<file path="config.mk">
export PLATFORM = sky130hd
export DESIGN_NAME = q58_merge
export DESIGN_NICKNAME = d
export VERILOG_FILES = /design/src/rtl/q58_pkg.sv /design/src/rtl/q58_merge.sv
export SDC_FILE = /design/constraint.sdc
export NUM_CORES = 1
export LEC_CHECK = 0
export BUFFER_PORTS_ARGS = -buffer_cell sky130_fd_sc_hd__buf_2
export CORE_MARGIN = 2
export CORE_UTILIZATION = 50
export CTS_BUF_LIST = sky130_fd_sc_hd__clkbuf_4 sky130_fd_sc_hd__clkbuf_8 sky130_fd_sc_hd__clkbuf_16
export DETAILED_ROUTE_END_ITERATION = 10
export PLACE_DENSITY_LB_ADDON = 0.1
export SLEW_MARGIN = 5
export SYNTH_ARGS = -nofsm -noshare
export SYNTH_HDL_FRONTEND = slang
export SYNTH_SLANG_ARGS = --single-unit
</file>
<file path="constraint.sdc">
create_clock -name clk -period 5.3 [get_ports clk]
set_input_delay 1.06 -clock clk [delete_from_list [all_inputs] [get_ports clk]]
set_output_delay 1.06 -clock clk [all_outputs]
set_load 0.01 [all_outputs]
</file>
<file path="src/rtl/q58_pkg.sv">
// Shared constants and float32 helper functions for the block dot-product unit.
// Depends on nothing; used by the lane, merge and top-level modules.
`default_nettype none
package q58_pkg;

  localparam int unsigned LANES = 4;
  localparam int unsigned LANE_ELEMS = 8;
  localparam int unsigned LANE_SUM_W = 16;
  localparam int unsigned SUMI_W = 18;
  localparam logic [31:0] QNAN = 32'h7FC0_0000;

  function automatic logic [31:0] round_pack(input logic sgn, input logic [47:0] sig,
                                             input logic signed [11:0] ex);
    logic [5:0] lz;
    logic [47:0] norm;
    logic signed [11:0] be;
    logic signed [11:0] sh;
    logic [6:0] s;
    logic [71:0] ext;
    logic [23:0] mant;
    logic [24:0] mr;
    logic [8:0] fld;
    logic [22:0] frac;
    lz = 6'd0;
    for (int i = 0; i < 48; i++) begin
      if (sig[i]) lz = 6'(47 - i);
    end
    norm = sig << lz;
    be = ex + 12'sd174 - $signed({6'd0, lz});
    if (be >= 12'sd1) begin
      s = 7'd0;
      fld = be[8:0];
    end else begin
      sh = 12'sd1 - be;
      s = (sh > 12'sd72) ? 7'd72 : sh[6:0];
      fld = 9'd0;
    end
    ext = {norm, 24'd0} >> s;
    mant = ext[71:48];
    mr = {1'b0, mant} + 25'(ext[47] & ((|ext[46:0]) | mant[0]));
    frac = mr[22:0];
    if (mr[24]) begin
      frac = mr[23:1];
      fld = fld + 9'd1;
    end else if (fld == 9'd0 && mr[23]) begin
      fld = 9'd1;
    end
    if (be > 12'sd254 || fld >= 9'd255) begin
      return {sgn, 8'hFF, 23'd0};
    end
    return {sgn, fld[7:0], frac};
  endfunction

  function automatic logic [31:0] half_mul(input logic [15:0] a, input logic [15:0] b);
    logic sgn;
    logic a_nan, b_nan, a_inf, b_inf, a_zero, b_zero;
    logic [10:0] ma, mb;
    logic [5:0] ea, eb;
    sgn = a[15] ^ b[15];
    a_nan = (a[14:10] == 5'h1F) && (a[9:0] != 10'd0);
    b_nan = (b[14:10] == 5'h1F) && (b[9:0] != 10'd0);
    a_inf = (a[14:10] == 5'h1F) && (a[9:0] == 10'd0);
    b_inf = (b[14:10] == 5'h1F) && (b[9:0] == 10'd0);
    a_zero = (a[14:0] == 15'd0);
    b_zero = (b[14:0] == 15'd0);
    ma = {a[14:10] != 5'd0, a[9:0]};
    mb = {b[14:10] != 5'd0, b[9:0]};
    ea = (a[14:10] == 5'd0) ? 6'd1 : {1'b0, a[14:10]};
    eb = (b[14:10] == 5'd0) ? 6'd1 : {1'b0, b[14:10]};
    if (a_nan || b_nan || (a_inf && b_zero) || (b_inf && a_zero)) return QNAN;
    if (a_inf || b_inf) return {sgn, 8'hFF, 23'd0};
    if (a_zero || b_zero) return {sgn, 31'd0};
    return round_pack(sgn, 48'(ma * mb),
                      $signed({6'd0, ea}) + $signed({6'd0, eb}) - 12'sd50);
  endfunction

  function automatic logic [31:0] int_scale(input logic signed [SUMI_W-1:0] si,
                                            input logic [31:0] sc);
    logic sgn;
    logic [SUMI_W-2:0] mag;
    logic [23:0] m;
    logic [8:0] e;
    sgn = sc[31] ^ si[SUMI_W-1];
    mag = si[SUMI_W-1] ? (SUMI_W-1)'(-si) : si[SUMI_W-2:0];
    m = {sc[30:23] != 8'd0, sc[22:0]};
    e = (sc[30:23] == 8'd0) ? 9'd1 : {1'b0, sc[30:23]};
    if (sc[30:23] == 8'hFF) begin
      if (sc[22:0] != 23'd0 || si == '0) return QNAN;
      return {sgn, 8'hFF, 23'd0};
    end
    if (si == '0 || sc[30:0] == 31'd0) return {sgn, 31'd0};
    return round_pack(sgn, 48'(mag * m), $signed({3'd0, e}) - 12'sd150);
  endfunction

  function automatic logic [31:0] f32_add(input logic [31:0] a, input logic [31:0] b);
    logic a_nan, b_nan, a_inf, b_inf, swap, sbig;
    logic [23:0] ma, mb, mbig, msm;
    logic [8:0] ea, eb, ebig, esm;
    logic [8:0] d;
    logic [47:0] av, bf, bs, sum;
    a_nan = (a[30:23] == 8'hFF) && (a[22:0] != 23'd0);
    b_nan = (b[30:23] == 8'hFF) && (b[22:0] != 23'd0);
    a_inf = (a[30:23] == 8'hFF) && (a[22:0] == 23'd0);
    b_inf = (b[30:23] == 8'hFF) && (b[22:0] == 23'd0);
    if (a_nan || b_nan || (a_inf && b_inf && (a[31] != b[31]))) return QNAN;
    if (a_inf) return a;
    if (b_inf) return b;
    if (a[30:0] == 31'd0 && b[30:0] == 31'd0) return {a[31] & b[31], 31'd0};
    ma = {a[30:23] != 8'd0, a[22:0]};
    mb = {b[30:23] != 8'd0, b[22:0]};
    ea = (a[30:23] == 8'd0) ? 9'd1 : {1'b0, a[30:23]};
    eb = (b[30:23] == 8'd0) ? 9'd1 : {1'b0, b[30:23]};
    swap = {ea, ma} < {eb, mb};
    mbig = swap ? mb : ma;
    msm = swap ? ma : mb;
    ebig = swap ? eb : ea;
    esm = swap ? ea : eb;
    sbig = swap ? b[31] : a[31];
    d = ebig - esm;
    av = {1'b0, mbig, 23'd0};
    bf = {1'b0, msm, 23'd0};
    if (d >= 9'd48) begin
      bs = {47'd0, msm != 24'd0};
    end else begin
      bs = bf >> d;
      bs = bs | 48'((bs << d) != bf);
    end
    sum = (a[31] == b[31]) ? av + bs : av - bs;
    if (sum == 48'd0) return 32'd0;
    return round_pack(sbig, sum, $signed({3'd0, ebig}) - 12'sd173);
  endfunction

endpackage
`default_nettype wire

</file>
<file path="src/rtl/q58_merge.sv">
// Merging stage: registered sum of the lane results into the block integer dot.
// Depends on q58_pkg for the lane count and widths.
`default_nettype none
module q58_merge
  import q58_pkg::*;
(
  input  wire logic                          clk,
  input  wire logic                          load,
  input  wire logic [LANES*LANE_SUM_W-1:0]   lane_sums,
  output logic signed [SUMI_W-1:0]           sumi_r
);

  logic signed [SUMI_W-1:0] sumi_nxt;

  always_comb begin
    sumi_nxt = '0;
    for (int l = 0; l < LANES; l++) begin
      sumi_nxt = sumi_nxt + SUMI_W'($signed(lane_sums[l*LANE_SUM_W +: LANE_SUM_W]));
    end
  end

  always_ff @(posedge clk) begin
    if (load) sumi_r <= sumi_nxt;
  end

endmodule
`default_nettype wire

</file>
* Yosys cells after proc, flatten, opt, wreduce, memory -nomap -nowiden
Index checks and enable logic that the tools add are counted.
** Storage, ports and cells
- Register bits after elaboration :: 18
** Operators by class
- $add $sub $neg :: 3
** Operator list (count)
- $add A17 B16 Y18 :: 1
- $add A18 B16 Y18 :: 1
- $add A16 B16 Y17 :: 1

* Longest topological paths before layout
- Word-level depth :: 3
- Depth in mapped cells :: 11

* Worst setup path after synthesis
No wires, ideal clock.
- Path kind :: input -> register
- Start :: input lane_sums[1]
- End :: register sumi_r[15], data pin
- Path slack :: 1.308 ns
- Path buffers :: 0
- Data arrival time :: 3.732 ns
- Stages on the path :: 9
- Data required time :: 5.040 ns
- Cells stage by stage :: fa_1 > fa_1 > ha_1 > fa_1 > a21o_1 > a221o_1 > a21bo_1 > a221oi_2 > xnor2_1
** Between the ends
- Longest elaborated chain between the ends :: 3
** RTL lines
- start, declared :: RTL line q58_merge.sv:9 : input wire logic [LANES*LANE_SUM_W-1:0] lane_sums,
- $add A16 B16 Y17 :: RTL line q58_merge.sv:18 : sumi_nxt = sumi_nxt + SUMI_W'($signed(lane_sums[l*LANE_SUM_W +: LANE_SUM_W]));
- $add A17 B16 Y18 :: RTL line q58_merge.sv:18
- $add A18 B16 Y18 :: RTL line q58_merge.sv:18
- via sumi_nxt[15] :: RTL line q58_merge.sv:13 : logic signed [SUMI_W-1:0] sumi_nxt;
- end signal, assigned :: RTL line q58_merge.sv:23 : if (load) sumi_r <= sumi_nxt;
- end, declared :: RTL line q58_merge.sv:10 : output logic signed [SUMI_W-1:0] sumi_r
The timed path passes the listed nets, and every way through them passes these cells.
A chain may end at the register's enable or synchronous reset.

* Final worst setup path
Ends and elaborated chain as after synthesis.

==> implementation parameters <==
Parameter                              Value

Pwr
  Overall power of the completed layout    0.950 mW
  Internal cell power    0.569 mW
  Clock group share of total power    10.1%
  Flop pwr share    28.8%
  Logic gate share of total power    61.1%
  Net switching power    0.381 mW
  Switch share    40.1%
  Total power per unit cell area    346 nW/um^2
  P_leak    1.54 nW
  Peak supply drop    130 uV

GRT
  Initial antenna violation count    0
  Met2 track utilization from global routing    27.6%
  Overall overflow remaining after global route    0
  Met3 track utilization from global routing    1.85%
  Maximum number of pins on one net before global-route repair    19
  Number of global-route vias before repair    1,628
  Global route hottest layer    met2
  All-Layer GR Usage    16.4%
  Met1 routing resource usage after global routing    22.5%
  First-pass GRT wire length    6.70 mm

Setup path
  CP Cell Sequence    buf_2 -> fa_1 -> fa_1 -> ha_1 -> fa_1 -> a21o_1 -> a221o_1 -> a21bo_1 -> a221oi_2 -> xnor2_1
  Most common cell type on the critical path    sky130_fd_sc_hd__fa_1
  Crit path required time    5310 ps
  Max FO, Critical Path    4
  Slowest Stage Delay on Critical Path    550 ps
  Worst EP arrival    3970 ps
  Master of the slowest instance on the critical path    sky130_fd_sc_hd__fa_1
  Kind of end point of the critical path    flip-flop
  Type of origin of the critical path    primary input
  Type of the worst setup path    primary input to flip-flop

Clock tree
  Buffers inserted during post-CTS setup optimization    0
  CTS tree    done
  Count of clock tree sinks    18
  Largest buffer count on any clock path    2
  Post-cts repair resize count    0
  Clock slew seen by the registers of the worst setup and hold paths    70 ps
  H-tree depth    1
  Clock root buffer    sky130_fd_sc_hd__clkbuf_8
  Hold-fix buffer count after cts    0
  Inserted Clock Buffers    3

Synth
  Synth Warn #    0
  Share of synthesized area occupied by flip-flops and latches    24.3%
  Cell area after technology mapping    2230 um^2
  Netlist cell types    25
  Cell count after synthesis    232
  Syn_area_per_cell    9.60 um^2
  Post-Syn Nets    348
  Number of register bits inferred by synthesis    18

Cells and area
  Multi-input logic area    1350 um^2
  Final net count    434
  Synth-to-Final Area Change    23.3%
  Number of flip-flops under the largest register name    18
  Leading cell type in the layout, fill and taps excluded    sky130_fd_sc_hd__inv_1
  Highest-count cells in the layout ignoring fill and taps    87 x sky130_fd_sc_hd__inv_1, 83 x sky130_fd_sc_hd__buf_2, 33 x sky130_fd_sc_hd__fa_1
  Diodes inserted    0
  Largest registers ranked by flip-flop count    sumi_r: 18 flops
  Total area of sequential cells    541 um^2
  Fraction of layout cells with a size suffix above 1    27.4%
  Number of inserted filler cells in the final layout    374
  Final non-filler cell total    369
  Register containing the most flip-flops in the final layout    sumi_r

Detailed routing
  Via total after detailed routing    1,728
  Number of DRC violations after detailed-routing iteration 0    56
  Antenna violation net count after detailed routing    0
  Remaining design rule violation count    0
  DR WL/cell    10.2 um
  Ratio of routed vias to standard cells    4.68
  Detailed Routing Iterations Pass 1    4
  Final WL    3.75 mm

Timing
  Count of final max-slew check failures    0
  Ratio of final minimum period to clock period    74.7%
  Maximum frequency from static timing analysis    253 MHz
  Normalized max-slew margin    69.7%
  Worst-margin pin slew    451 ps
  Clock period minus worst slack    3960 ps
  Unrepaired setup endpoints after global routing    false
  Final hold violation count    0
  # setup viols final    0
  Final setup TNS    0 ps
  Hold slack final    1110 ps

Floorplan
  Total I/O pin count    84
  Overall die area    5000 um^2
  Starting utilization of the core area    51.5%
  Area of the placeable core    4320 um^2
  Number of placement rows    24
  Die Span Y    70.7 um
  Horiz. Die Dim    70.7 um

Place
  Number of buffers added on ports    83
  Routability congestion estimate    0.802
  Total placed cells including tap cells    365
  Placed wire-length estimate    3.36 mm

Min path
  Worst min-delay path category    primary input to flip-flop

Run status
  Outcome    completed

Job
  Max-Cap Viols    0
[area by class of cell]
type	instances	share of cell area, %
sequential	18	19.7
clock inverter	1	0.137
inverter	87	11.9
timing repair buffer	83	15.1
clock buffer	3	1.50
multi-input combinational	125	49.3
tap	52	2.37
[metal layers]
metal	vias to the layer above	share of wire [%]
li1	876	-
met1	789	44
met2	58	49
met3	5	6.1
met4	0	0.99
met5	-	0
[cells by family (layout without fill, tap and decap cells)]
| family | Yosys count | in the layout | synth area share, % |
|---|---|---|---|
| DFF | 18 | 18 | 24.3 |
| AOI/OAI and AO/OA | 38 | 38 | 10.8 |
| and+or+nand+nor | 21 | 21 | 4.44 |
| adders and majority gates | 50 | 50 | 39.2 |
| buffers and inverters | 89 | 174 | 15.0 |
| xor gates and xnor gates | 16 | 16 | 6.29 |
[synth_stat cells]
library cell / count / area share, %
sky130_fd_sc_hd__nor3_1: 1 / 0.22
sky130_fd_sc_hd__nand2_1: 7 / 1.2
sky130_fd_sc_hd__nor2_1: 3 / 0.51
sky130_fd_sc_hd__inv_1: 87 / 15
sky130_fd_sc_hd__a21oi_1: 15 / 3.4
sky130_fd_sc_hd__xnor2_1: 9 / 3.5
sky130_fd_sc_hd__a211oi_1: 2 / 0.67
sky130_fd_sc_hd__ha_1: 17 / 9.6
sky130_fd_sc_hd__clkbuf_1: 2 / 0.34
sky130_fd_sc_hd__o21ai_0: 7 / 1.6
sky130_fd_sc_hd__a221o_1: 1 / 0.45
sky130_fd_sc_hd__a31oi_1: 2 / 0.56
sky130_fd_sc_hd__o21bai_1: 1 / 0.34
sky130_fd_sc_hd__and2_1: 2 / 0.56
sky130_fd_sc_hd__a21bo_1: 1 / 0.45
sky130_fd_sc_hd__a21o_1: 4 / 1.3
sky130_fd_sc_hd__and3_1: 1 / 0.28
sky130_fd_sc_hd__fa_1: 33 / 30
sky130_fd_sc_hd__o31ai_1: 1 / 0.34
sky130_fd_sc_hd__edfxtp_1: 18 / 24
sky130_fd_sc_hd__o211ai_1: 3 / 1.0
sky130_fd_sc_hd__xor2_1: 7 / 2.8
sky130_fd_sc_hd__nand3_1: 5 / 1.1
sky130_fd_sc_hd__a221oi_2: 1 / 0.67
sky130_fd_sc_hd__nand4_1: 2 / 0.56
[critical path: cells and delay by family]
kind                     cells  cell delay (ps)
adder cells (fa/ha/maj)      4             1640
AO/OA/AOI/OAI                4             1060
buffers and inverters        1              110
XOR/XNOR                     1               90
[stage by stage]
| step | setup slack, ps | area [um^2] | utilization [%] |
|---|---|---|---|
| global route | 1200 | 2750 | 63.5 |
| floorplan | 1310 | 2230 | - |
| detailed placement | 1060 | 2700 | 62.4 |
| finish | 1340 | 2750 | 63.5 |
| CTS | 1330 | 2750 | 63.5 |
| global placement | 1090 | 2700 | 62.4 |
[final timing paths]
kind	from	endpoint	slack, ps	cells after the start
worst max-delay path	lane_sums[1]	sumi_r[15]	1340	10
worst min-delay path	lane_sums[48]	sumi_r[0]	1110	2
[power groups by stage]
stage               clock network [mW]  registers, mW  logic (mW)
floorplan                            0          0.313       0.382
global placement                     0          0.278       0.574
detailed placement                   0          0.279       0.585
CTS                             0.0987          0.276       0.587
global route                     0.104          0.279       0.662
finish                          0.0959          0.274       0.580
(Power assumes the default switching activity.)
